<file path="config.mk">
export PLATFORM = sky130hd
export DESIGN_NAME = three_axis_jog_controller
export DESIGN_NICKNAME = d
export VERILOG_FILES = /design/src/rtl/jog_pkg.sv /design/src/rtl/jog_cfg.sv /design/src/rtl/jog_switch.sv /design/src/rtl/jog_motion.sv /design/src/rtl/three_axis_jog_controller.sv
export SDC_FILE = /design/constraint.sdc
export NUM_CORES = 1
export LEC_CHECK = 0
export ABC_AREA = 1
export BUFFER_PORTS_ARGS = -buffer_cell sky130_fd_sc_hd__buf_2
export CORE_MARGIN = 8
export CORE_UTILIZATION = 55
export CTS_CLUSTER_SIZE = 14
export DETAILED_ROUTE_END_ITERATION = 10
export GPL_TIMING_DRIVEN = 0
export PLACE_DENSITY = 0.72
export SLEW_MARGIN = 5
export SYNTH_ARGS = -nofsm -noshare
export SYNTH_HDL_FRONTEND = slang
export SYNTH_SLANG_ARGS = --single-unit
</file>
<file path="constraint.sdc">
create_clock -name clk -period 24.1 [get_ports clk]
set_clock_uncertainty 0.05 [all_clocks]
set_input_delay 2.41 -clock clk [delete_from_list [all_inputs] [get_ports clk]]
set_output_delay 2.41 -clock clk [all_outputs]
set_load 0.05 [all_outputs]
</file>
<file path="src/rtl/jog_pkg.sv">
package jog_pkg;

    // Field widths
    localparam int SAMPLE_BITS = 10;
    localparam int AXES        = 3;
    localparam int BUTTONS     = 6;
    localparam int MOVE_BITS   = 3;
    localparam int DELAY_BITS  = 10;
    localparam int FAULT_BITS  = 2;
    localparam int MEAN_BITS   = 24;
    localparam int LIM_BITS    = 22;
    localparam int TOL_BITS    = 8;
    localparam int OFFS_BITS   = 16;
    localparam int CFG_IDX_BITS  = 3;
    localparam int CFG_DATA_BITS = 22;
    localparam int STUCK_BITS  = 4;
    localparam int RAMP_BITS   = 11;

    // Position counters, and a width that holds differences and limits without overflow
    localparam int POS_BITS = 24;
    localparam int CMP_BITS = ((POS_BITS > LIM_BITS) ? POS_BITS : LIM_BITS) + 2;
    localparam int EXT_BITS = 32;

    // Switch window arithmetic runs signed, with room below zero
    localparam int SW_BITS = SAMPLE_BITS + 2;

    localparam int CLOSED_LEVEL   = 671;
    localparam int RAMP_THRESHOLD = 400;
    localparam int STUCK_LIMIT    = 10;
    localparam int DELAY_FLOOR    = 40;

    // Register reset values
    localparam logic [LIM_BITS-1:0]    HEIGHT_CAP_RST     = LIM_BITS'(90000);
    localparam logic [LIM_BITS-1:0]    TILT_SPAN_RST      = LIM_BITS'(40000);
    localparam logic [SAMPLE_BITS-1:0] OPEN_CENTER_RST    = SAMPLE_BITS'(318);
    localparam logic [TOL_BITS-1:0]    OPEN_TOLERANCE_RST = TOL_BITS'(23);
    localparam logic [SAMPLE_BITS-1:0] SHORT_LEVEL_RST    = SAMPLE_BITS'(286);
    localparam logic [SAMPLE_BITS-1:0] BROKEN_LEVEL_RST   = SAMPLE_BITS'(704);
    localparam logic [DELAY_BITS-1:0]  START_DELAY_RST    = DELAY_BITS'(500);
    localparam logic [OFFS_BITS-1:0]   FOCUS_OFFSET_RST   = OFFS_BITS'(12800);

    typedef logic signed [POS_BITS-1:0] pos_t;
    typedef logic signed [CMP_BITS-1:0] cmp_t;
    typedef logic signed [SW_BITS-1:0]  swv_t;

    typedef enum logic [CFG_IDX_BITS-1:0] {
        CFG_HEIGHT_CAP     = 3'd0,
        CFG_TILT_SPAN      = 3'd1,
        CFG_OPEN_CENTER    = 3'd2,
        CFG_OPEN_TOLERANCE = 3'd3,
        CFG_SHORT_LEVEL    = 3'd4,
        CFG_BROKEN_LEVEL   = 3'd5,
        CFG_START_DELAY    = 3'd6,
        CFG_FOCUS_OFFSET   = 3'd7
    } cfg_idx_t;

    typedef enum logic [MOVE_BITS-1:0] {
        MV_NONE      = 3'd0,
        MV_UP        = 3'd1,
        MV_DOWN      = 3'd2,
        MV_TILT_DOWN = 3'd3,
        MV_TILT_UP   = 3'd4,
        MV_LEVEL     = 3'd5
    } move_t;

    typedef enum logic [FAULT_BITS-1:0] {
        FLT_NONE   = 2'd0,
        FLT_SHORT  = 2'd1,
        FLT_BROKEN = 2'd2,
        FLT_STUCK  = 2'd3
    } fault_t;

    // Button bit positions
    localparam int BTN_UP        = 0;
    localparam int BTN_DOWN      = 1;
    localparam int BTN_TILT_UP   = 2;
    localparam int BTN_TILT_DOWN = 3;
    localparam int BTN_LEVEL     = 4;

    typedef struct packed {
        logic [LIM_BITS-1:0]    height_cap;
        logic [LIM_BITS-1:0]    tilt_span;
        logic [SAMPLE_BITS-1:0] open_center;
        logic [TOL_BITS-1:0]    open_tolerance;
        logic [SAMPLE_BITS-1:0] short_level;
        logic [SAMPLE_BITS-1:0] broken_level;
        logic [DELAY_BITS-1:0]  start_delay;
        logic [OFFS_BITS-1:0]   focus_offset;
    } cfg_t;

    typedef struct packed {
        logic   clear;
        fault_t fault;
    } sw_t;

    typedef struct packed {
        logic [AXES-1:0]       step_pulse;
        logic [AXES-1:0]       step_dir_up;
        move_t                 move_kind;
        logic [DELAY_BITS-1:0] next_delay;
        logic                  switch_hit;
        fault_t                fault_code;
        logic                  many_buttons;
        logic                  report_now;
        logic [MEAN_BITS-1:0]  mean_position;
    } res_t;

endpackage

</file>
<file path="src/rtl/jog_cfg.sv">
module jog_cfg (
    input  logic                                clk,
    input  logic                                rst_n,
    input  logic                                cfg_we,
    input  logic [jog_pkg::CFG_IDX_BITS-1:0]    cfg_index,
    input  logic [jog_pkg::CFG_DATA_BITS-1:0]   cfg_data,
    output jog_pkg::cfg_t                       cfg
);
    import jog_pkg::*;

    cfg_t cfg_reg;

    // Write one register per enabled cycle
    always_ff @(posedge clk or negedge rst_n)
    begin
        if (!rst_n)
        begin
            cfg_reg.height_cap     <= HEIGHT_CAP_RST;
            cfg_reg.tilt_span      <= TILT_SPAN_RST;
            cfg_reg.open_center    <= OPEN_CENTER_RST;
            cfg_reg.open_tolerance <= OPEN_TOLERANCE_RST;
            cfg_reg.short_level    <= SHORT_LEVEL_RST;
            cfg_reg.broken_level   <= BROKEN_LEVEL_RST;
            cfg_reg.start_delay    <= START_DELAY_RST;
            cfg_reg.focus_offset   <= FOCUS_OFFSET_RST;
        end
        else if (cfg_we)
        begin
            unique case (cfg_idx_t'(cfg_index))
                CFG_HEIGHT_CAP:     cfg_reg.height_cap     <= cfg_data[LIM_BITS-1:0];
                CFG_TILT_SPAN:      cfg_reg.tilt_span      <= cfg_data[LIM_BITS-1:0];
                CFG_OPEN_CENTER:    cfg_reg.open_center    <= cfg_data[SAMPLE_BITS-1:0];
                CFG_OPEN_TOLERANCE: cfg_reg.open_tolerance <= cfg_data[TOL_BITS-1:0];
                CFG_SHORT_LEVEL:    cfg_reg.short_level    <= cfg_data[SAMPLE_BITS-1:0];
                CFG_BROKEN_LEVEL:   cfg_reg.broken_level   <= cfg_data[SAMPLE_BITS-1:0];
                CFG_START_DELAY:    cfg_reg.start_delay    <= cfg_data[DELAY_BITS-1:0];
                CFG_FOCUS_OFFSET:   cfg_reg.focus_offset   <= cfg_data[OFFS_BITS-1:0];
            endcase
        end
    end

    assign cfg = cfg_reg;

endmodule

</file>
<file path="src/rtl/jog_switch.sv">
module jog_switch (
    input  logic                              clk,
    input  logic                              rst_n,
    input  logic                              advance,
    input  logic [jog_pkg::SAMPLE_BITS-1:0]   sample,
    input  jog_pkg::cfg_t                     cfg,
    output jog_pkg::sw_t                      sw
);
    import jog_pkg::*;

    logic [STUCK_BITS-1:0] stuck_reg;
    logic [STUCK_BITS-1:0] stuck_next;
    swv_t                  s;
    swv_t                  win_hi;
    swv_t                  win_lo;
    swv_t                  mid_hi;
    logic                  clear;
    logic                  mid;
    fault_t                fault;

    // Window bounds, signed so the low bound may fall below zero
    assign s      = $signed({2'b00, sample});
    assign win_hi = $signed({2'b00, cfg.open_center}) + $signed({4'b0000, cfg.open_tolerance});
    assign win_lo = $signed({2'b00, cfg.open_center}) - $signed({4'b0000, cfg.open_tolerance});
    assign mid_hi = swv_t'(CLOSED_LEVEL) - $signed({4'b0000, cfg.open_tolerance});
    assign clear  = (s <= win_hi) && (s >= win_lo);
    assign mid    = (s > win_hi) && (s < mid_hi);

    // Classify the sample and count mid-state hits
    always_comb
    begin
        fault      = FLT_NONE;
        stuck_next = stuck_reg;
        if (clear)
        begin
            stuck_next = '0;
        end
        else if (s < $signed({2'b00, cfg.short_level}))
        begin
            fault = FLT_SHORT;
        end
        else if (s > $signed({2'b00, cfg.broken_level}))
        begin
            fault = FLT_BROKEN;
        end
        else if (mid)
        begin
            if (stuck_reg > STUCK_BITS'(STUCK_LIMIT))
                fault = FLT_STUCK;
            else
                stuck_next = stuck_reg + STUCK_BITS'(1);
        end
    end

    always_ff @(posedge clk or negedge rst_n)
    begin
        if (!rst_n)
            stuck_reg <= '0;
        else if (advance)
            stuck_reg <= stuck_next;
    end

    assign sw.clear = clear;
    assign sw.fault = fault;

endmodule

</file>
<file path="src/rtl/jog_motion.sv">
module jog_motion (
    input  logic                           clk,
    input  logic                           rst_n,
    input  logic                           advance,
    input  logic [jog_pkg::AXES-1:0]       endstop_bits,
    input  logic [jog_pkg::BUTTONS-1:0]    button_bits,
    input  jog_pkg::cfg_t                  cfg,
    input  jog_pkg::sw_t                   sw,
    output jog_pkg::res_t                  res
);
    import jog_pkg::*;

    localparam pos_t POS_MAX = pos_t'({1'b0, {(POS_BITS-1){1'b1}}});
    localparam pos_t POS_MIN = ~POS_MAX;

    // Position 0 is the mean counter, 1..3 the axes
    pos_t                  pos_reg [AXES+1];
    pos_t                  pos_next [AXES+1];
    pos_t                  focus_reg;
    pos_t                  focus_next;
    logic [RAMP_BITS-1:0]  ramp_reg;
    logic [RAMP_BITS-1:0]  ramp_next;
    logic [DELAY_BITS-1:0] delay_reg;
    logic [DELAY_BITS-1:0] delay_next;
    move_t                 prev_reg;
    logic                  single_reg;

    logic [2:0]            count;
    logic                  single;
    logic                  stopped;
    logic                  height_hit;
    cmp_t                  p0, p1, p2, p3;
    cmp_t                  height, tilt;
    logic                  focus_go;
    logic [AXES-1:0]       step_en;
    logic [AXES-1:0]       step_up;
    logic                  mean_en;
    logic                  mean_up;
    move_t                 move;
    logic [AXES-1:0]       pulse;
    logic [DELAY_BITS-1:0] delay_cut;
    logic [RAMP_BITS-1:0]  ramp_cut;
    logic signed [EXT_BITS-1:0] mean_ext;

    function automatic pos_t sat_step(input pos_t v, input logic up);
        pos_t r;
        r = v;
        if (up && (v != POS_MAX))
            r = v + pos_t'(1);
        else if (!up && (v != POS_MIN))
            r = v - pos_t'(1);
        return r;
    endfunction

    // The focus mark picks up the mean position on any switch hit
    assign focus_next = sw.clear ? focus_reg : pos_reg[0];

    assign count   = 3'($countones(button_bits));
    assign single  = (count == 3'd1);
    assign stopped = |endstop_bits;

    assign p0     = cmp_t'(pos_reg[0]);
    assign p1     = cmp_t'(pos_reg[1]);
    assign p2     = cmp_t'(pos_reg[2]);
    assign p3     = cmp_t'(pos_reg[3]);
    assign height = cmp_t'(cfg.height_cap);
    assign tilt   = cmp_t'(cfg.tilt_span);

    assign height_hit = (p1 > height) || (p2 > height) || (p3 > height);
    assign focus_go   = p0 > (cmp_t'(focus_next) - cmp_t'(cfg.focus_offset));

    // Pick the movement for the single pressed button
    always_comb
    begin
        step_en = '0;
        step_up = '0;
        mean_en = 1'b0;
        mean_up = 1'b0;
        move    = MV_NONE;
        if (single)
        begin
            priority if (button_bits[BTN_DOWN])
            begin
                if (!stopped)
                begin
                    step_en = 3'b111;
                    mean_en = 1'b1;
                    move    = MV_DOWN;
                end
            end
            else if (button_bits[BTN_UP])
            begin
                if (!height_hit && sw.clear)
                begin
                    step_en = 3'b111;
                    step_up = 3'b111;
                    mean_en = 1'b1;
                    mean_up = 1'b1;
                    move    = MV_UP;
                end
            end
            else if (button_bits[BTN_TILT_UP])
            begin
                if (!stopped && !height_hit && ((p3 - p1) < tilt) && sw.clear)
                begin
                    step_en = 3'b101;
                    step_up = 3'b100;
                    move    = MV_TILT_UP;
                end
            end
            else if (button_bits[BTN_TILT_DOWN])
            begin
                if (!stopped && !height_hit && ((p1 - p3) < tilt) && sw.clear)
                begin
                    step_en = 3'b101;
                    step_up = 3'b001;
                    move    = MV_TILT_DOWN;
                end
            end
            else if (button_bits[BTN_LEVEL])
            begin
                if (!stopped && sw.clear)
                begin
                    if (p1 > p3 + cmp_t'(1))
                    begin
                        step_en = 3'b101;
                        step_up = 3'b100;
                        move    = MV_LEVEL;
                    end
                    else if (p1 + cmp_t'(1) < p3)
                    begin
                        step_en = 3'b101;
                        step_up = 3'b001;
                        move    = MV_LEVEL;
                    end
                end
            end
            else
            begin
                if (focus_go)
                begin
                    step_en = 3'b111;
                    mean_en = 1'b1;
                    move    = MV_DOWN;
                end
            end
        end
    end

    // Refuse a downward step at an endstop
    assign pulse = step_en & (step_up | ~endstop_bits);

    // Update the position counters with saturation
    always_comb
    begin
        pos_next[0] = mean_en ? sat_step(pos_reg[0], mean_up) : pos_reg[0];
        for (int k = 1; k <= AXES; k++)
        begin
            pos_next[k] = pulse[k-1] ? sat_step(pos_reg[k], step_up[k-1]) : pos_reg[k];
        end
    end

    // Ramp the step delay down while the same movement continues
    always_comb
    begin
        delay_cut  = delay_reg;
        ramp_cut   = ramp_reg;
        delay_next = cfg.start_delay;
        ramp_next  = '0;
        if ((move == prev_reg) && (move != MV_NONE))
        begin
            if (ramp_reg > RAMP_BITS'(RAMP_THRESHOLD))
            begin
                delay_cut = (delay_reg > DELAY_BITS'(DELAY_FLOOR + 1))
                          ? delay_reg - DELAY_BITS'(1) : DELAY_BITS'(DELAY_FLOOR);
                ramp_cut  = '0;
            end
            delay_next = delay_cut;
            ramp_next  = ramp_cut + RAMP_BITS'(delay_cut);
        end
    end

    always_ff @(posedge clk or negedge rst_n)
    begin
        if (!rst_n)
        begin
            for (int k = 0; k <= AXES; k++)
                pos_reg[k] <= '0;
            focus_reg  <= '0;
            ramp_reg   <= '0;
            delay_reg  <= START_DELAY_RST;
            prev_reg   <= MV_NONE;
            single_reg <= 1'b0;
        end
        else if (advance)
        begin
            for (int k = 0; k <= AXES; k++)
                pos_reg[k] <= pos_next[k];
            focus_reg  <= focus_next;
            ramp_reg   <= ramp_next;
            delay_reg  <= delay_next;
            prev_reg   <= move;
            single_reg <= single;
        end
    end

    assign mean_ext = EXT_BITS'(pos_next[0]);

    assign res.step_pulse    = pulse;
    assign res.step_dir_up   = pulse & step_up;
    assign res.move_kind     = move;
    assign res.next_delay    = delay_next;
    assign res.switch_hit    = ~sw.clear;
    assign res.fault_code    = sw.fault;
    assign res.many_buttons  = (count > 3'd1);
    assign res.report_now    = single_reg & ~single;
    assign res.mean_position = mean_ext[MEAN_BITS-1:0];

endmodule

</file>
<file path="src/rtl/three_axis_jog_controller.sv">
// A request accepted into the input register passes through the period logic into the result
// register once that register has room, and is held there until taken.
// Throughput: one request per cycle; the period update is combinational logic
// between the input register and the result register, and state updates with it.
// Input stalls only while both registers are full and the result is stalled.
// Reset (async, active low) clears positions, counters and valids and loads the
// default register values; no clearing pass is needed.
module three_axis_jog_controller (
    input  logic                                  clk,
    input  logic                                  rst_n,
    input  logic                                  cfg_we,
    input  logic [jog_pkg::CFG_IDX_BITS-1:0]      cfg_index,
    input  logic [jog_pkg::CFG_DATA_BITS-1:0]     cfg_data,
    input  logic                                  in_valid,
    output logic                                  in_stall,
    input  logic [jog_pkg::SAMPLE_BITS-1:0]       switch_sample,
    input  logic [jog_pkg::AXES-1:0]              endstop_bits,
    input  logic [jog_pkg::BUTTONS-1:0]           button_bits,
    output logic                                  out_valid,
    input  logic                                  out_stall,
    output logic [jog_pkg::AXES-1:0]              step_pulse,
    output logic [jog_pkg::AXES-1:0]              step_dir_up,
    output logic [jog_pkg::MOVE_BITS-1:0]         move_kind,
    output logic [jog_pkg::DELAY_BITS-1:0]        next_delay,
    output logic                                  switch_hit,
    output logic [jog_pkg::FAULT_BITS-1:0]        fault_code,
    output logic                                  many_buttons,
    output logic                                  report_now,
    output logic signed [jog_pkg::MEAN_BITS-1:0]  mean_position
);
    import jog_pkg::*;

    logic                   in_valid_reg;
    logic                   in_valid_next;
    logic [SAMPLE_BITS-1:0] sample_reg;
    logic [AXES-1:0]        endstop_reg;
    logic [BUTTONS-1:0]     button_reg;
    logic                   out_valid_reg;
    logic                   out_valid_next;
    res_t                   res_reg;

    cfg_t                   cfg;
    sw_t                    sw;
    res_t                   res;
    logic                   out_free;
    logic                   advance;
    logic                   in_take;

    // Handshake: the input register moves on whenever the result register has room
    assign out_free = ~out_valid_reg | ~out_stall;
    assign advance  = in_valid_reg & out_free;
    assign in_stall = in_valid_reg & ~out_free;
    assign in_take  = in_valid & ~in_stall;

    always_comb
    begin
        in_valid_next = in_valid_reg;
        if (in_take)
            in_valid_next = 1'b1;
        else if (advance)
            in_valid_next = 1'b0;

        out_valid_next = out_valid_reg;
        if (advance)
            out_valid_next = 1'b1;
        else if (!out_stall)
            out_valid_next = 1'b0;
    end

    always_ff @(posedge clk or negedge rst_n)
    begin
        if (!rst_n)
        begin
            in_valid_reg  <= 1'b0;
            out_valid_reg <= 1'b0;
        end
        else
        begin
            in_valid_reg  <= in_valid_next;
            out_valid_reg <= out_valid_next;
        end
    end

    // Capture the request
    always_ff @(posedge clk)
    begin
        if (in_take)
        begin
            sample_reg  <= switch_sample;
            endstop_reg <= endstop_bits;
            button_reg  <= button_bits;
        end
    end

    // Hold the result until taken
    always_ff @(posedge clk)
    begin
        if (advance)
            res_reg <= res;
    end

    jog_cfg u_cfg (
        .clk       (clk),
        .rst_n     (rst_n),
        .cfg_we    (cfg_we),
        .cfg_index (cfg_index),
        .cfg_data  (cfg_data),
        .cfg       (cfg)
    );

    jog_switch u_switch (
        .clk     (clk),
        .rst_n   (rst_n),
        .advance (advance),
        .sample  (sample_reg),
        .cfg     (cfg),
        .sw      (sw)
    );

    jog_motion u_motion (
        .clk          (clk),
        .rst_n        (rst_n),
        .advance      (advance),
        .endstop_bits (endstop_reg),
        .button_bits  (button_reg),
        .cfg          (cfg),
        .sw           (sw),
        .res          (res)
    );

    assign out_valid     = out_valid_reg;
    assign step_pulse    = res_reg.step_pulse;
    assign step_dir_up   = res_reg.step_dir_up;
    assign move_kind     = res_reg.move_kind;
    assign next_delay    = res_reg.next_delay;
    assign switch_hit    = res_reg.switch_hit;
    assign fault_code    = res_reg.fault_code;
    assign many_buttons  = res_reg.many_buttons;
    assign report_now    = res_reg.report_now;
    assign mean_position = $signed(res_reg.mean_position);

endmodule

</file>
* Yosys cells after proc, flatten, opt, wreduce, memory -nomap -nowiden
Index checks and enable logic that the tools add are counted.
Word-level totals: bits in registers 326, input port bits 49, output and inout port bits 50
Cells by class: $add $sub $neg 24, order comparisons 18, equality and inequality tests 21, muxes and demuxes 77, bitwise operators 15, reduce and logical (&&, ||, !) cells 47
Operators with widths (number):
- $mux 24 | 10
- $ne 24x24->1 const B | 8
- $add 24x2->24 const B | 4
- $sub 24x2->24 const B | 4
- $mux 3 | 29
- $gt 24x23->1 | 3
- $lt 26x23->1 | 2
- $add 24x2->25 const B | 2
- $gt 24x25->1 | 2
- $sub 24x24->25 | 2
- $mux 10 | 4
- $mux 11 | 3
- $lt 25x24->1 | 1
- $sub 24x17->25 | 1
- $mux 1 | 20
- $mux 4 | 5
- $logic_and 1x1->1 | 18
- $reduce_and 2->1 | 8
- $eq 3x3->1 const B | 4
- $ge 11x12->1 | 1
- $gt 11x12->1 | 1
- $le 11x12->1 | 1
- $lt 11x12->1 | 1
- $mux 2 | 6
- other kinds (33) | 62

* Logic depth before layout (Yosys ltp)
Gate-level depths: netlist of the first run.
depth in word-level cells 18, gate-level depth with buffers 62, mapped depth without buffers 58

* Cells and area by module
From an unflattened synthesis of the first run, not the netlist that was laid out.
Unflattened totals: cells, all modules 4047, area total of the unflattened synthesis 29410.7 um2
By module, submodules not included:
- jog_motion | times used 1, cells an instance 3114, area each 20604.8 um2
- jog_cfg | times used 1, cells an instance 486, area each 4304.1 um2
- jog_switch | times used 1, cells an instance 368, area each 2394.8 um2
- three_axis_jog_controller | times used 1, cells an instance 79, area each 2107.0 um2

* Least setup slack after synthesis of the first run
Ideal clock, no wire load.
path type reg-to-reg, from register u_cfg.cfg_reg (netlist bit u_cfg.cfg[48]), to register res_reg (netlist bit next_delay[0]) (data pin), library setup time 0.255 ns, data arrival time 8.080 ns, required time 23.795 ns, setup slack 15.715 ns, stages on the path, launching flop included 58, period minus slack after synthesis 8.385 ns, cell sequence dfstp_2 inv_1 ha_1 buf_6 o31ai_1 a21oi_1 o21ai_0 a21oi_1 o21ai_0 nand2_1 a21oi_1 xor2_1 ha_1 nand2_1 inv_1 nand4_1 nand3_2 nand2_4 [... 22 more ...] ha_1 a21o_1 a21oi_1 nor2_1 a211oi_1 nand3_1 nand2_1 nand3_1 nand2_1 nand3_1 nand2_1 nand2_1 nand2_1 nand2_1 nor2_1 buf_2 nand3_1 and2_1
RTL lines:
- from (decl) | line jog_cfg.sv:11 | cfg_t cfg_reg;
- to (signal assigned) | line three_axis_jog_controller.sv:99 | res_reg <= res;
- to (decl) | line three_axis_jog_controller.sv:40 | res_t res_reg;

* Final worst setup path of the first run
from register u_cfg.cfg_reg (netlist bit u_cfg.cfg[48]), to register u_motion.pos_reg (netlist bit u_motion.p1[9])
Between the ends: cells in the longest elaborated chain, start to end 15, elaborated cells on any way between the ends 39, those cells by class add/sub (3); order compare (3); mux (21); bitwise (2); reduce/logical (10)
Ends and longest elaborated chain:
- $add 10x8->11 / $sub 10x8->11 (equally long branches) | line jog_switch.sv:23, jog_switch.sv:24
- $le 11x12->1 / $ge 11x12->1 (equally long branches) | line jog_switch.sv:26 | assign clear = (s <= win_hi) && (s >= win_lo);
- $logic_and 1x1->1 * | line jog_switch.sv:26
- $mux 24 / $logic_and 1x1->1 (equally long branches) | line jog_motion.sv:56, jog_motion.sv:122
- $sub 24x17->25 / $mux 3 (equally long branches) | line jog_motion.sv:70, jog_motion.sv:122
- $gt 24x25->1 / $mux 3 (equally long branches) | line jog_motion.sv:70, jog_motion.sv:120
- $mux 3 (on tied branches) | line jog_motion.sv:140, jog_motion.sv:111
- $mux 3 (on tied branches) | line jog_motion.sv:120, jog_motion.sv:102
- $mux 3 (on tied branches) | line jog_motion.sv:111, jog_motion.sv:91
- $mux 3 (on tied branches) | line jog_motion.sv:102, jog_motion.sv:82
- $mux 3 (on tied branches) | line jog_motion.sv:91, jog_motion.sv:80
- $mux 3 / $logic_not 1->1 (equally long branches) | line jog_motion.sv:82, jog_motion.sv:50
- $mux 3 / $logic_and 1x1->1 (equally long branches) | line jog_motion.sv:80, jog_motion.sv:50
- $and 3x3->3 / $reduce_bool 2->1 (equally long branches)
- $reduce_and 3->1 (no source line)
- to (signal, indexed assignment) | line jog_motion.sv:198 | pos_reg[k] <= pos_next[k];
- to (decl) | line jog_motion.sv:17 | pos_t pos_reg [AXES+1];
Every way passes the cells marked *; elsewhere a longest branch is shown, timed or not. A chain may end at the register's enable or synchronous reset.

==> results.ini, run 1 <==
[yosys]
yosysSeqAreaShare_pct = 29.8
avgSynthCellArea_um2 = 7.45
yosysWarnings = 0
ys_types = 68
netlist_area_um2 = 28700
ys_seq_elements = 326
syn_nets = 4314
synth_cells = 3850
synth_area_leaders = dfrtp_1 (18%), ha_1 (18%), nand2_1 (13%), edfxtp_1 (7.0%), inv_1 (6.8%)
synth_top_area_share_pct = 18.5
synth_top_area_cell = dfrtp_1
synth-edff-count = 67
synth_flop_cell = dfrtp_1
async_flop_share_pct = 79.4

[drt]
drc = 0
post_drt_wl_per_cell_um = 17.3
ant_nets = 0
drt-initial-drc-count = 1627
first_pass_iters = 6
totalWireLength_mm = 81.6
vias_per_cell = 5.54
num_vias = 26100

[cts]
clock_latency_ps = 580
cts_hold_buffers = 0
post_cts_buffers = 0
ctsResizeCount = 0
cts_buffer_depth = 3
cts.sink_count = 326
h-tree-depth = 2
clkSlewWorstSetupHoldPaths_ps = 60
cts_tree = built
cts-buffers-inserted = 40
root_buffer = clkbuf_16

[pwr]
powerDensity_nw_per_um2 = 152
p_leak_uw = 0.0160
vdd_drop_max_mv = 0.0982

[critical_path]
required_ps = 24550
cp_slowest_cell = dfstp_2
end_kind = flip-flop
critPathKind = flip-flop to flip-flop
cpPeakStageDelay_ps = 560
cp_common_cell = nand2_1
start_kind = flip-flop
cp.arrival_ps = 10820
critPathMaxFanout = 10

[finish]
final_common_cell = nand2_1
area_delta_synth_final_pct = 9.43
fin_area_um2 = 31400
n_antenna_cell = 0
multiInputGateArea_um2 = 17700
largest_reg_flops = 108
final_layout_size_suffix_gt1_share_pct = 8.20
fillers = 4845
final_core_util_pct = 61.1
fin_nets = 4457
regArea_um2 = 8550
layout_common_cells = nand2_1 (977), inv_1 (516), ha_1 (404)

[timing]
hold_viol_final = 0
worst_pin_slew_ps = 1290
max_clock_freq_mhz = 96.4
setup_viol = 0
slew_headroom_pct = 13.4
post-route-min-period_ps = 10370
fin_crit_sh_pct = 43.0
whs_ps = 428
rsz0062_at_grt = no
drv_slew = 0
tns_ps = 0
setup_ws_ps = 13730

[global_routing]
gr-usage-met2_pct = 46.3
grt_pass1_wl_mm = 131
grt_overflow = 0
grt_max_degree = 104
grt_pass1_vias = 25000
busiest_layer = met2
grtUsageMet3_pct = 4.13
use_met1_pct = 34.3
grt_usage_pct = 26.9
antenna_found_initial = 0

[place]
dp_hpwl_mm = 64.6
gp_congestion = 0.950
dpl_worst_slack_ps = 13940
postPlaceCellArea_um2 = 30100
port_buffers = 98

[run_status]
outcome = finished, final reports clean

[worst_hold_path]
hold_class = flip-flop to flip-flop

[floorplan]
start_util_pct = 55.8
dieArea_um2 = 59700
floorplan.rows = 83
core_area_um2 = 51400
fp.dieH_um = 244
io_pins = 99
fp.dieW_um = 244

[flow_run]
maxCapViolations = 0

-- synthesized netlist by cell type (all sizes together) (13+ instances only) --
library cell and n:
a21oi 260, nor4 34, xnor2 43, o21bai 21, a31oi 21, inv 524
edfxtp 67, o21ai 353, nor2 247, xor2 161, clkbuf 58, o22ai 13
a21o 15, nand4 53, dfstp 47, o21a 16, buf 36, nor3 64
nand2 992, dfrtp 212, nand3 126, ha 404
-- report_power, final --
| part | internal [µW] | total, µW | switching [µW] | leakage, µW |
|---|---|---|---|---|
| Sequential | 728 | 932 | 204 | 0.00391 |
| Combinational | 1210 | 3250 | 2040 | 0.0114 |
| Clock | 339 | 591 | 253 | 0.000628 |
| Total | 2280 | 4780 | 2500 | 0.0160 |
-- cell families after synthesis --
| group | Yosys count | share of synthesized area (%) |
|---|---|---|
| buf+inv | 619 | 8.44 |
| mux | 2 | 0.0741 |
| xor+xnor | 205 | 6.31 |
| fa+ha+maj | 415 | 18.4 |
| simple gates | 1536 | 22.7 |
| flops | 326 | 29.8 |
| compound gates | 746 | 14.3 |
| other cells | 1 | 0.0131 |
-- cell type report --
cell class,instances,share of cell area (%)
tap,680,2.71
timing repair buffer,101,1.83
inverter,525,6.28
buffer,94,1.44
multi-input combinational,2905,56.4
clock buffer,58,3.70
clock inverter,16,0.359
sequential,326,27.2
-- through the flow --
stage	instances	power, µW
final	4705	4780
after global routing	4705	5280
after CTS	4705	4760
after detailed placement	4631	4130
after global placement	4628	4080
after floorplan	3850	3350
-- worst max-delay path: cells and delay by family, from the launching register on --
kind	cells	cell delay (ps)
AOI/OAI and AO/OA	16	3310
xor gates and xnor gates	2	350
adders and majority gates	5	1450
buffers and inverters	8	1420
DFF	1	560
and+or+nand+nor	26	3120
-- per-layer routing --
metal  up-vias  part of all wire (%)
met5         -                     0
met4         0                   3.3
met3       166                   6.2
met2       782                    47
met1     12100                    43
li1      13000                     -
-- worst paths after layout --
| check | from | endpoint | slack (ps) | depth (start not counted) |
|---|---|---|---|---|
| min in group asynchronous | rst_n | u_motion.p1[7] | 1710 | 1 |
| max reg2reg | u_cfg.cfg[48] | u_motion.p1[9] | 13730 | 57 |
| min reg2reg | in_valid_reg | out_valid | 430 | 2 |
| max in group asynchronous | rst_n | u_motion.p0[8] | 21340 | 2 |
| min | in_valid_reg | out_valid | 430 | 2 |
| max | u_cfg.cfg[48] | u_motion.p1[9] | 13730 | 57 |
(Power assumes the default switching activity.)
==> run 2: changes to the inputs <==
--- a/config.mk
+++ b/config.mk
@@ -12,7 +12,7 @@
 export CTS_CLUSTER_SIZE = 14
 export DETAILED_ROUTE_END_ITERATION = 10
 export GPL_TIMING_DRIVEN = 0
-export PLACE_DENSITY = 0.72
+export PLACE_DENSITY = 0.75
 export SLEW_MARGIN = 5
 export SYNTH_ARGS = -nofsm -noshare
 export SYNTH_HDL_FRONTEND = slang
==> constraint.sdc (replaced) <==
create_clock -name clk -period 8.5 [get_ports clk]
set_clock_uncertainty 0.05 [all_clocks]
set_input_delay 0.85 -clock clk [delete_from_list [all_inputs] [get_ports clk]]
set_output_delay 0.85 -clock clk [all_outputs]
set_load 0.05 [all_outputs]
==> results.ini, run 2 (same netlist as run 1, synthesis figures left out) <==
[run_status]
outcome = finished, final reports clean  ; unchanged

[finish]
n_antenna_cell = 0  ; unchanged
layout_common_cells = nand2_1 (948), inv_1 (509), ha_1 (399)  ; was nand2_1 (977), inv_1 (516), ha_1 (404)
final_common_cell = nand2_1  ; unchanged
area_delta_synth_final_pct = 13.1  ; was 9.43%
final_core_util_pct = 63.1  ; was 61.1%
largest_reg_flops = 108  ; unchanged
fillers = 4549  ; was 4845
final_layout_size_suffix_gt1_share_pct = 11.6  ; was 8.20%
fin_nets = 4498  ; was 4457

[critical_path]
critPathKind = flip-flop to flip-flop  ; unchanged
r2r-end = u_motion.p1[8]  ; was u_motion.p1[9]
cp_slowest_cell = dfstp_2  ; unchanged
required_ps = 8960  ; was 24550 ps
reg2reg_from = u_cfg.cfg[48]  ; unchanged
cpPeakStageDelay_ps = 540  ; was 560 ps
end_kind = flip-flop  ; unchanged
cp_common_cell = nand2_1  ; unchanged
start_kind = flip-flop  ; unchanged
rrSetupSlack_ps = 220  ; was 13730 ps
ff2ff_path_depth = 59  ; was 57
critPathMaxFanout = 6  ; was 10
cp.arrival_ps = 8740  ; was 10820 ps

[timing]
post-route-min-period_ps = 8280  ; was 10370 ps
setup_viol = 0  ; unchanged
setup_ws_ps = 218  ; was 13730 ps
tns_ps = 0  ; unchanged
rsz0062_at_grt = yes  ; was no
drv_slew = 0  ; unchanged
hold_viol_final = 0  ; unchanged
max_clock_freq_mhz = 121  ; was 96.4 MHz
worst_pin_slew_ps = 956  ; was 1290 ps
slew_headroom_pct = 36.2  ; was 13.4%
fin_crit_sh_pct = 97.4  ; was 43.0%

[place]
dpl_worst_slack_ps = -1810  ; was 13940 ps
dp_hpwl_mm = 64.4  ; was 64.6 mm
gp_congestion = 0.995  ; was 0.950
port_buffers = 98  ; unchanged

[pwr]
vdd_drop_max_mv = 0.268  ; was 0.0982 mV
p_leak_uw = 0.0164  ; was 0.0160 µW
powerDensity_nw_per_um2 = 439  ; was 152 nW/µm²

[drt]
drt-initial-drc-count = 2099  ; was 1627
vias_per_cell = 5.63  ; was 5.54
ant_nets = 0  ; unchanged
drc = 0  ; unchanged
first_pass_iters = 6  ; unchanged
post_drt_wl_per_cell_um = 17.9  ; was 17.3 µm
totalWireLength_mm = 84.7  ; was 81.6 mm
num_vias = 26700  ; was 26100

[floorplan]
dieArea_um2 = 59700  ; unchanged
io_pins = 99  ; unchanged
floorplan.rows = 83  ; unchanged
fp.dieW_um = 244  ; unchanged
fp.dieH_um = 244  ; unchanged
core_area_um2 = 51400  ; unchanged
start_util_pct = 55.8  ; unchanged

[global_routing]
grt_max_degree = 103  ; was 104
grt_usage_pct = 27.1  ; was 26.9%
antenna_found_initial = 1  ; was 0
grt_pass1_wl_mm = 132  ; was 131 mm
grt_pass1_vias = 25000  ; about the same
grt_overflow = 0  ; unchanged

[cts]
cts_tree = built  ; unchanged
cts-buffers-inserted = 39  ; was 40
root_buffer = clkbuf_16  ; unchanged
clock_latency_ps = 580  ; about the same
cts_buffer_depth = 3  ; unchanged
cts.sink_count = 326  ; unchanged
h-tree-depth = 2  ; unchanged
clkSlewWorstSetupHoldPaths_ps = 60  ; about the same

[flow_run]
maxCapViolations = 0  ; unchanged

[worst_hold_path]
hold_class = input port to asynchronous set/reset pin  ; was flip-flop to flip-flop

-- run 2: through the flow --
stage | hold WS, ps | power (µW) | area, µm² | instances
floorplan | 384 | 9510 | 28700 | 3850
global placement | 399 | 11500 | 30000 | 4628
detailed placement | 416 | 11700 | 30100 | 4631
CTS | 215 | 13900 | 31900 | 4726
global route | 240 | 15600 | 32400 | 4745
finish | 197 | 14200 | 32400 | 4745
-- run 2: layout make-up --
cell class                      instances  area [µm²]  share of cell area [%]
Inverter                              525        1990                    6.13
Buffer                                 92         512                    1.58
Clock inverter                         24         357                    1.10
Timing Repair Buffer                  144         953                    2.94
Multi-Input combinational cell       2906       18200                    56.0
Sequential cell                       326        8550                    26.4
Tap cell                              680         851                    2.62
Clock buffer                           48        1050                    3.24
-- run 2: layer usage --
layer	track usage, %	up-vias	part of all wire, %
met1	35.4	12500	43
met2	45.4	904	47
li1	-	13100	-
met4	10.0	0	3.7
met5	0	-	0
met3	3.92	206	6.4
-- run 2: power by group --
part           switching, µW  internal [µW]
clock network            736           1130
registers                590           2060
logic                   6050           3680
total                   7370           6880
-- run 2: worst max-delay path: cells and delay by family, from the launching register on --
family | cells | cell delay [ps]
xor gates and xnor gates | 2 | 370
AOI/OAI and AO/OA | 17 | 2540
adders and majority gates | 5 | 1450
and+or+nand+nor | 27 | 2490
DFF | 1 | 540
buffers and inverters | 8 | 770
-- run 2: what timing repair did --
item                                    4_1_cts  5_1_grt
endpoints found under the setup margin      156      156
pin swaps                                    29       68
hold buffers                                  0        0
gates resized for setup                      66      100
hold endpoints to repair                      0        0
cloned                                        1        4
buffers inserted                             22       17
-- run 2: worst max path at each step --
| stage | slack, ps | endpoint | from |
|---|---|---|---|
| global route | -140 | u_motion.p1[12] | u_cfg.cfg[48] |
| global placement | -1680 | u_motion.p2[23] | u_cfg.cfg[48] |
| finish | 220 | u_motion.p1[8] | u_cfg.cfg[48] |
| detailed placement | -1810 | u_motion.p1[9] | u_cfg.cfg[48] |
| floorplan | 110 | next_delay[0] | u_cfg.cfg[48] |
| CTS | 1 | next_delay[2] | u_cfg.cfg[48] |
